--- config.mk ---
export PLATFORM = sky130hd
export DESIGN_NAME = det_cell
export DESIGN_NICKNAME = d
export VERILOG_FILES = /design/src/rtl/directory_entry_table_defines.svh /design/src/rtl/det_pkg.sv /design/src/rtl/det_cell.sv
export SDC_FILE = /design/constraint.sdc
export NUM_CORES = 1
export LEC_CHECK = 0
export ABC_CLOCK_PERIOD_IN_PS = 2600
export BUFFER_PORTS_ARGS = -buffer_cell sky130_fd_sc_hd__buf_2
export CAP_MARGIN = 20
export CORE_AREA = 2 2 127 129
export CTS_BUF_LIST = sky130_fd_sc_hd__clkbuf_4 sky130_fd_sc_hd__clkbuf_8 sky130_fd_sc_hd__clkbuf_16
export CTS_CLUSTER_DIAMETER = 30
export DETAILED_ROUTE_END_ITERATION = 12
export DIE_AREA = 0 0 129 131
export PLACE_DENSITY = 0.65
export REMOVE_ABC_BUFFERS = 1
export SLEW_MARGIN = 20
export SYNTH_ARGS = -nofsm -noshare
export SYNTH_HDL_FRONTEND = slang
export SYNTH_SLANG_ARGS = --single-unit
--- constraint.sdc ---
create_clock -name clock -period 2.6 [get_ports clock]
set_input_delay 0.13 -clock clock [delete_from_list [all_inputs] [get_ports clock]]
set_output_delay 0.13 -clock clock [all_outputs]
set_load 0.01 [all_outputs]
--- src/rtl/directory_entry_table_defines.svh ---
// Assertion macros for the directory entry table RTL.
// No dependencies; included by directory_entry_table, the module that carries checks.
`ifndef DIRECTORY_ENTRY_TABLE_DEFINES_SVH
`define DIRECTORY_ENTRY_TABLE_DEFINES_SVH

`ifndef SYNTH
// Clocked check, disabled while reset is high
`define DET_ASSERT(lbl, clk, rst, prop) \
   lbl: assert property (@(posedge clk) disable iff (rst) prop) \
      else $error("%m: check failed");
// Clocked check that also holds through reset
`define DET_ASSERT_ALWAYS(lbl, clk, prop) \
   lbl: assert property (@(posedge clk) prop) \
      else $error("%m: check failed");
`else
`define DET_ASSERT(lbl, clk, rst, prop)
`define DET_ASSERT_ALWAYS(lbl, clk, prop)
`endif

`endif

--- src/rtl/det_pkg.sv ---
// Types and codes for the directory entry table.
// Used by det_cell and directory_entry_table; no dependencies.
package det_pkg;

   localparam int NAME_W = 64;
   localparam int INUM_W = 16;

   typedef enum logic [1:0] {
      MODE_LOOKUP = 2'd0,
      MODE_INSERT = 2'd1,
      MODE_DELETE = 2'd2,
      MODE_LIST   = 2'd3
   } mode_type;

   typedef enum logic [1:0] {
      ST_OK        = 2'd0,
      ST_NOT_FOUND = 2'd1,
      ST_EXISTS    = 2'd2,
      ST_NO_SPACE  = 2'd3
   } status_type;

   // Per-cell command, one set for each cell of the chain
   typedef struct packed {
      logic cmp;      // register the key compare
      logic load;     // take the incoming entry
      logic take_up;  // take the neighbour above (delete closes the gap)
      logic take_dn;  // take the neighbour below (list rotation)
   } cell_ctl_type;

endpackage

--- src/rtl/det_cell.sv ---
// One entry cell of the directory table chain: name, inode number, match flag.
// Depends on det_pkg.
module det_cell (
   input  logic                      clock,
   input  det_pkg::cell_ctl_type     ctl,
   input  logic                      occ,
   input  logic [det_pkg::NAME_W-1:0] key,
   input  logic [det_pkg::INUM_W-1:0] new_inum,
   input  logic [det_pkg::NAME_W-1:0] up_name,
   input  logic [det_pkg::INUM_W-1:0] up_inum,
   input  logic [det_pkg::NAME_W-1:0] dn_name,
   input  logic [det_pkg::INUM_W-1:0] dn_inum,
   output logic [det_pkg::NAME_W-1:0] name,
   output logic [det_pkg::INUM_W-1:0] inum,
   output logic                      match
);
   import det_pkg::*;

   logic [NAME_W-1:0] name_ff, name_in;
   logic [INUM_W-1:0] inum_ff, inum_in;
   logic              match_ff, match_in;

   always_comb begin
      name_in  = name_ff;
      inum_in  = inum_ff;
      match_in = match_ff;
      if (ctl.load) begin
         name_in = key;
         inum_in = new_inum;
      end else if (ctl.take_up) begin
         name_in = up_name;
         inum_in = up_inum;
      end else if (ctl.take_dn) begin
         name_in = dn_name;
         inum_in = dn_inum;
      end
      if (ctl.cmp) begin
         match_in = occ && (name_ff == key);
      end
   end

   always_ff @(posedge clock) begin
      name_ff  <= name_in;
      inum_ff  <= inum_in;
      match_ff <= match_in;
   end

   assign name  = name_ff;
   assign inum  = inum_ff;
   assign match = match_ff;

endmodule

# Word level (Yosys, flattened, before mapping)
# Cells that the tools add are included.
[classes] muxes=6 n_reduce_logical=2 n_eq_ne=1
[op_table] op="two-way mux 64 bit" count=3
[op_table] op="equality test 64 bit" count=1
[op_table] op="two-way mux 16 bit" count=3
[op_table] op="nonzero test 3 bit" count=1
[op_table] op="logical AND 1 bit" count=1
[word_totals] register_bits=81 inputBits=246

# Logic depth before layout (Yosys ltp)
# Gate-level depths: netlist of run 1.
[logic_depth] word_depth=3 ltp_mapped=5 depth_no_buf=5

# Worst setup path before layout of run 1
# No wires, ideal clock.
[synth_path] path_type="input port to flip-flop" start="input ctl[2] in the netlist's numbering" end="register inum_ff[0] (netlist: inum[0]) (enable)" t_required_ps=2158 path_buffers=2 t_arrival_ps=2323 setup_time_ps=442 path_slack_ps=-166 cell_stages=3 path_cell_list="buf_2 -> clkbuf_1 -> or3_1"
[synth_via] elab_chain_cells=1
[synth_rtl] item="start: declaration" line_no="det_cell.sv:5" text="input det_pkg::cell_ctl_type ctl,"
[synth_rtl] item="nonzero test 3 bit (no source line)"
[synth_rtl] item="end signal: assignment" line_no="det_cell.sv:44" text="inum_ff <= inum_in;"
[synth_rtl] item="end: declaration" line_no="det_cell.sv:20" text="logic [INUM_W-1:0] inum_ff, inum_in;"
# No other way between the ends.
# A chain may end at the register's enable or synchronous reset.

# Worst setup path in the final report of run 1
[layout_path] start="register name_ff[19] (netlist: name[19])" end="register match_ff (netlist: match) (data pin)"
[layout_via] elab_chain_cells=2
[layout_rtl] item="start: declaration" line_no="det_cell.sv:19" text="logic [NAME_W-1:0] name_ff, name_in;"
[layout_rtl] item="start signal: assignment" line_no="det_cell.sv:43" text="name_ff <= name_in;"
[layout_rtl] item="equality test 64 bit" line_no="det_cell.sv:38" text="match_in = occ && (name_ff == key);"
[layout_rtl] item="logical AND 1 bit" line_no="det_cell.sv:38"
[layout_rtl] item="end signal: assignment" line_no="det_cell.sv:45" text="match_ff <= match_in;"
[layout_rtl] item="end: declaration" line_no="det_cell.sv:21" text="logic match_ff, match_in;"
# No other way between the ends.

==> impl_metrics.ini, run 1 <==
[cells_and_area]
diodes = 0
final_cells = 998
postLayoutCoreUtil_pct = 45.2
stdcell_area_sq_mm = 0.00705
drive_gt1_share_pct = 44.9
area_growth_pct = 45.3
nets = 1023
num-fill-cells = 1561

[power]
total_power_mw = 3.94
p_int_mw = 2.89
p_per_area_mw_per_mm2 = 559
power_leakage_nw = 3.42
clkPwrFrac_pct = 35.2
switchingPower_mw = 1.05
power_switching_share_pct = 26.7
p_seq_share_pct = 43.1
comb_power_share_pct = 21.7
irDropWorstVdd_uv = 269

[timing]
slew_viol_final = 0
finalCritPeriodShare_pct = 71.8
hold_violations = 0
timing.clock.skew_ps = 5.14
rsz0062_at_grt = false
worst_slack_ps = 733
fin_hold_ws_ps = 73.5
worst_pin_slew_ps = 585
period_minus_slack_ps = 1870
setup_viol = 0
clock.fmax_mhz = 536
fin_tns_setup_ps = 0
maxSlewHeadroom_pct = 60.0

[logic_synthesis]
synth-edff-count = 81
synth_area_leaders = edfxtp_1 (50%), mux2i_1 (16%), o21ai_0 (8.2%)
yosys-top-cells-count = edfxtp_1 (81), mux2i_1 (80), nand2_1 (80), o21ai_0 (80), xor2_1 (28)
avgSynthCellArea_sq_um = 10.5
synthCells = 463
yosysMostFrequentCell = edfxtp_1
synthArstFlopShare_pct = 0
yosys_warnings = 0
syn_area_sq_mm = 0.00485
yosys.area.top_type = edfxtp_1
ys_seq_area_share_pct = 50.1
yosys_most_used_dff = edfxtp_1
synth.distinct_cells = 32
synth_top_cell_area_share_pct = 50.1
synth-seq-cells = 81

[placement]
gp_congestion = 0.768
pre_cts_ws_ps = 712
placed_cells = 980
io_buffers = 326
dpl_cell_area_sq_mm = 0.00669
hpwlAfterDp_mm = 11.9

[worst_hold_path]
hold_end = inum[9]
holdPathStages = 3
hp-start = new_inum[9]
min_path_type = in -> reg

[clock_network]
clk_latency_ps = 340
max-clock-path-buffers = 2
cts_tree = built
numCtsBuffers = 9
cts_root_buffer = clkbuf_16
clock-sinks = 81
htreeDepth = 3
clkTransAtPathRegs_ps = 60

[setup_path]
r2r_end = match
worst-endpoint-arrival_ps = 2030
path_max_fanout = 3
startpoint = name[19]
required_ps = 2770
startpoint_type = flop
worstReg2RegStart = name[19]
cp-end-kind = flop
worstSetupPathType = reg -> reg
r2r_slack_ps = 730
r2r_cells = 5

[global_routing]
grt_max_degree = 161
grt_use_total_pct = 17.2
grt.overflow.total = 0
grt_pass1_vias = 4442
grt_pass1_wl_mm = 22.1
antenna_found_initial = 0

[detailed_routing]
ant_nets = 0
drt-initial-drc-count = 242
vias = 4557
avgViaCountPerCell = 4.57
drc = 0
avgRoutedWirePerCell_microns = 15.3
drt_wl_total_mm = 15.2
dr.pass1.iters = 4

[die]
core_area_sq_mm = 0.0156
die_w_microns = 129
die_area_sq_mm = 0.0169
initial_core_util_pct = 31.1
fp.dieH_microns = 131
ioPinCount = 327
rows = 46

[run]
maxCapViolCount = 0

[status]
status = finished, final reports clean
==> worst max-delay path by stage <==
stage                          to  slack, ps  depth (start not counted)
after floorplan           inum[0]        280                          1
after global placement      match        690                          5
after detailed placement    match        710                          5
after CTS                   match        710                          5
after global routing        match        550                          5
final                       match        730                          5
==> placed cells by master (no fill, tap or decap), types with 3 or more instances in the layout <==
cell type	instances
nand4_1	5
nand2b_1	6
nor4_1	7
nand2_1	80
buf_2	324
clkinv_1	4
o22ai_1	8
xnor2_1	13
mux2i_1	80
nor2b_1	3
xor2_1	28
inv_1	16
o21ai_0	80
clkbuf_16	9
edfxtp_1	81
==> critical path, cell delays in order, from the launching register on <==
cell and delay [ps]:
edfxtp_1 410, nand2b_1 100, o2111ai_1 150, a2111oi_0 590
nand3_1 210, nor4_2 240
==> power by group through the flow <==
stage	logic (mW)	registers [mW]	clock network (mW)
finish	0.855	1.70	1.39
global route	0.946	1.72	1.48
global placement	0.855	1.72	0
detailed placement	0.861	1.73	0
floorplan	0.278	1.80	0
CTS	0.865	1.70	1.42
==> kinds of logic after synthesis <==
| logic type | synth area share [%] |
|---|---|
| AND/OR/NAND/NOR | 10.3 |
| AO/OA/AOI/OAI | 11.7 |
| flip-flops | 50.1 |
| multiplexers | 16.5 |
| buffers and inverters | 4.02 |
| XOR/XNOR | 7.40 |
==> sequential cells by signal (all words and copies together), names as in the netlist <==
name	count
name	64
inum	16
match	1
==> routing by layer <==
layer  track usage, %  wire length (microns)  vias to the layer above
met1             20.1                   6270                     2030
met3             5.54                   1260                       17
met5                0                      0                        -
met4             5.18                    219                        0
li1                 -                      -                     2308
met2             30.4                   7500                      202
==> cell type report <==
type	instances	area [sq um]	share of cell area, %
Tap cell	216	270	3.83
Multi-Input combinational cell	333	2230	31.6
Clock buffer	11	240	3.41
Timing Repair Buffer	330	1710	24.3
Inverter	22	82.6	1.17
Clock inverter	5	80.1	1.14
Sequential cell	81	2430	34.5
==> timing repair <==
action | 4_1_cts | 5_1_grt
hold buffers | 1 | 0
hold endpoints to repair | 1 | 0
setup buffers | 0 | 0
resized for setup | 0 | 0
Note: power is estimated with default switching activity, not from simulation.
==> run 2: changes to the inputs <==
--- a/config.mk
+++ b/config.mk
@@ -5,7 +5,7 @@
 export SDC_FILE = /design/constraint.sdc
 export NUM_CORES = 1
 export LEC_CHECK = 0
-export ABC_CLOCK_PERIOD_IN_PS = 2600
+export ABC_CLOCK_PERIOD_IN_PS = 1700
 export BUFFER_PORTS_ARGS = -buffer_cell sky130_fd_sc_hd__buf_2
 export CAP_MARGIN = 20
 export CORE_AREA = 2 2 127 129
==> constraint.sdc (replaced) <==
create_clock -name clock -period 1.7 [get_ports clock]
set_input_delay 0.085 -clock clock [delete_from_list [all_inputs] [get_ports clock]]
set_output_delay 0.085 -clock clock [all_outputs]
set_load 0.01 [all_outputs]
==> impl_metrics.ini, run 2 (synthesis gave the netlist of run 1 again) <==
[timing]
timing.clock.skew_ps = 14.3
rsz0062_at_grt = true
slew_viol_final = 0
finalCritPeriodShare_pct = 98.7
worst_slack_ps = 22.6
hold_violations = 0
worst_pin_slew_ps = 444
maxSlewHeadroom_pct = 70.4
clock.fmax_mhz = 596
setup_viol = 0
period_minus_slack_ps = 1680
fin_hold_ws_ps = 29.0

[global_routing]
grt_max_degree = 81
grt_pass1_wl_mm = 22.8
grt_use_total_pct = 17.6
grt_pass1_vias = 4525
antenna_found_initial = 0
grt.overflow.total = 0

[clock_network]
postCtsSetupRepairBufs = 0
clkTransAtPathRegs_ps = 60
clock-sinks = 81
htreeDepth = 3
cts_root_buffer = clkbuf_16
clk_latency_ps = 330
numCtsBuffers = 9
cts_tree = built
max-clock-path-buffers = 2

[placement]
hpwlAfterDp_mm = 12.5
placed_cells = 990
dpl_cell_area_sq_mm = 0.00681
gp_congestion = 0.793
pre_cts_ws_ps = -39.5
io_buffers = 326

[cells_and_area]
postLayoutCoreUtil_pct = 45.6
final_cells = 1006
drive_gt1_share_pct = 45.4
final_common_cell = buf_2
stdcell_area_sq_mm = 0.00711
diodes = 0
largest_reg_flops = 64
final_cell_mix = buf_2 (324), edfxtp_1 (81), mux2i_1 (80), nand2_1 (80), o21ai_0 (80)
nets = 1032
area_growth_pct = 46.4

[detailed_routing]
drt_wl_total_mm = 15.6
avgRoutedWirePerCell_microns = 15.5
ant_nets = 0
avgViaCountPerCell = 4.62
vias = 4643
dr.pass1.iters = 4
drt-initial-drc-count = 190
drc = 0

[setup_path]
worstSetupPathType = reg -> reg
worst-endpoint-arrival_ps = 1830
startpoint_type = flop
path_max_fanout = 3
cp-end-kind = flop
required_ps = 1850

[die]
core_area_sq_mm = 0.0156
fp.dieH_microns = 131
die_w_microns = 129
ioPinCount = 327
die_area_sq_mm = 0.0169
rows = 46
initial_core_util_pct = 31.1

[power]
power_leakage_nw = 3.46
p_per_area_mw_per_mm2 = 820
irDropWorstVdd_uv = 534

[status]
status = finished, final reports clean

[worst_hold_path]
min_path_type = in -> reg

[run]
maxCapViolCount = 0
-- run 2: changes by cell type in the layout (fill, tap and decap cells not counted), sizes merged --
cell,delta
clkinv,+3
bufinv,-1
clkinvlp,-2
clkbuf,-1
buf,+9
-- run 2: final timing paths --
kind	slack [ps]	cells past startpoint	startpoint	endpoint
worst max-delay path	20	5	name[42]	match
worst min-delay path	30	3	new_inum[10]	inum[10]
worst max register to register	20	5	name[42]	match
worst min register to register	770	3	name[22]	match
-- run 2: routing by layer --
| metal | track usage [%] | up-vias | wire (microns) |
|---|---|---|---|
| li1 | - | 2325 | - |
| met3 | 4.68 | 11 | 1130 |
| met1 | 20.7 | 2102 | 6250 |
| met4 | 5.18 | 0 | 128 |
| met2 | 31.4 | 205 | 8080 |
| met5 | 0 | - | 0 |
-- run 2: critical path, cell delays in order (launching register included) --
cell	delay, ps
edfxtp_1	410
nand2b_1	110
o2111ai_1	160
a2111oi_0	430
nand3_1	160
nor4_2	230
-- run 2: power breakdown --
part | switching, mW | internal (mW) | total, mW
registers | 0.131 | 2.47 | 2.60
clock network | 0.756 | 1.13 | 1.89
logic | 0.696 | 0.645 | 1.34
total | 1.58 | 4.25 | 5.83
-- run 2: what timing repair did --
action / 4_1_cts / 5_1_grt
hold buffers: 1 / 0
pin swaps: 1 / 2
endpoints found under the setup margin: 1 / 1
endpoints found under the hold margin: 1 / 0
resized for setup: 2 / 0
-- run 2: through the flow --
| step | total power [mW] | setup TNS (ps) |
|---|---|---|
| 2_1_floorplan | 3.18 | -46160 |
| 5_1_grt | 6.12 | -55.1 |
| 3_3_place_gp | 3.97 | 0 |
| 6_report | 5.83 | 0 |
| 3_5_place_dp | 3.99 | -39.5 |
| 4_1_cts | 5.91 | 0 |
-- run 2: layout make-up --
type | count | area, sq um
Fill cell | 1556 | 8490
Sequential cell | 81 | 2430
Multi-Input combinational cell | 333 | 2240
Timing Repair Buffer | 339 | 1800
Tap cell | 216 | 270
Clock buffer | 10 | 233
Inverter | 22 | 82.6
Clock inverter | 5 | 47.5
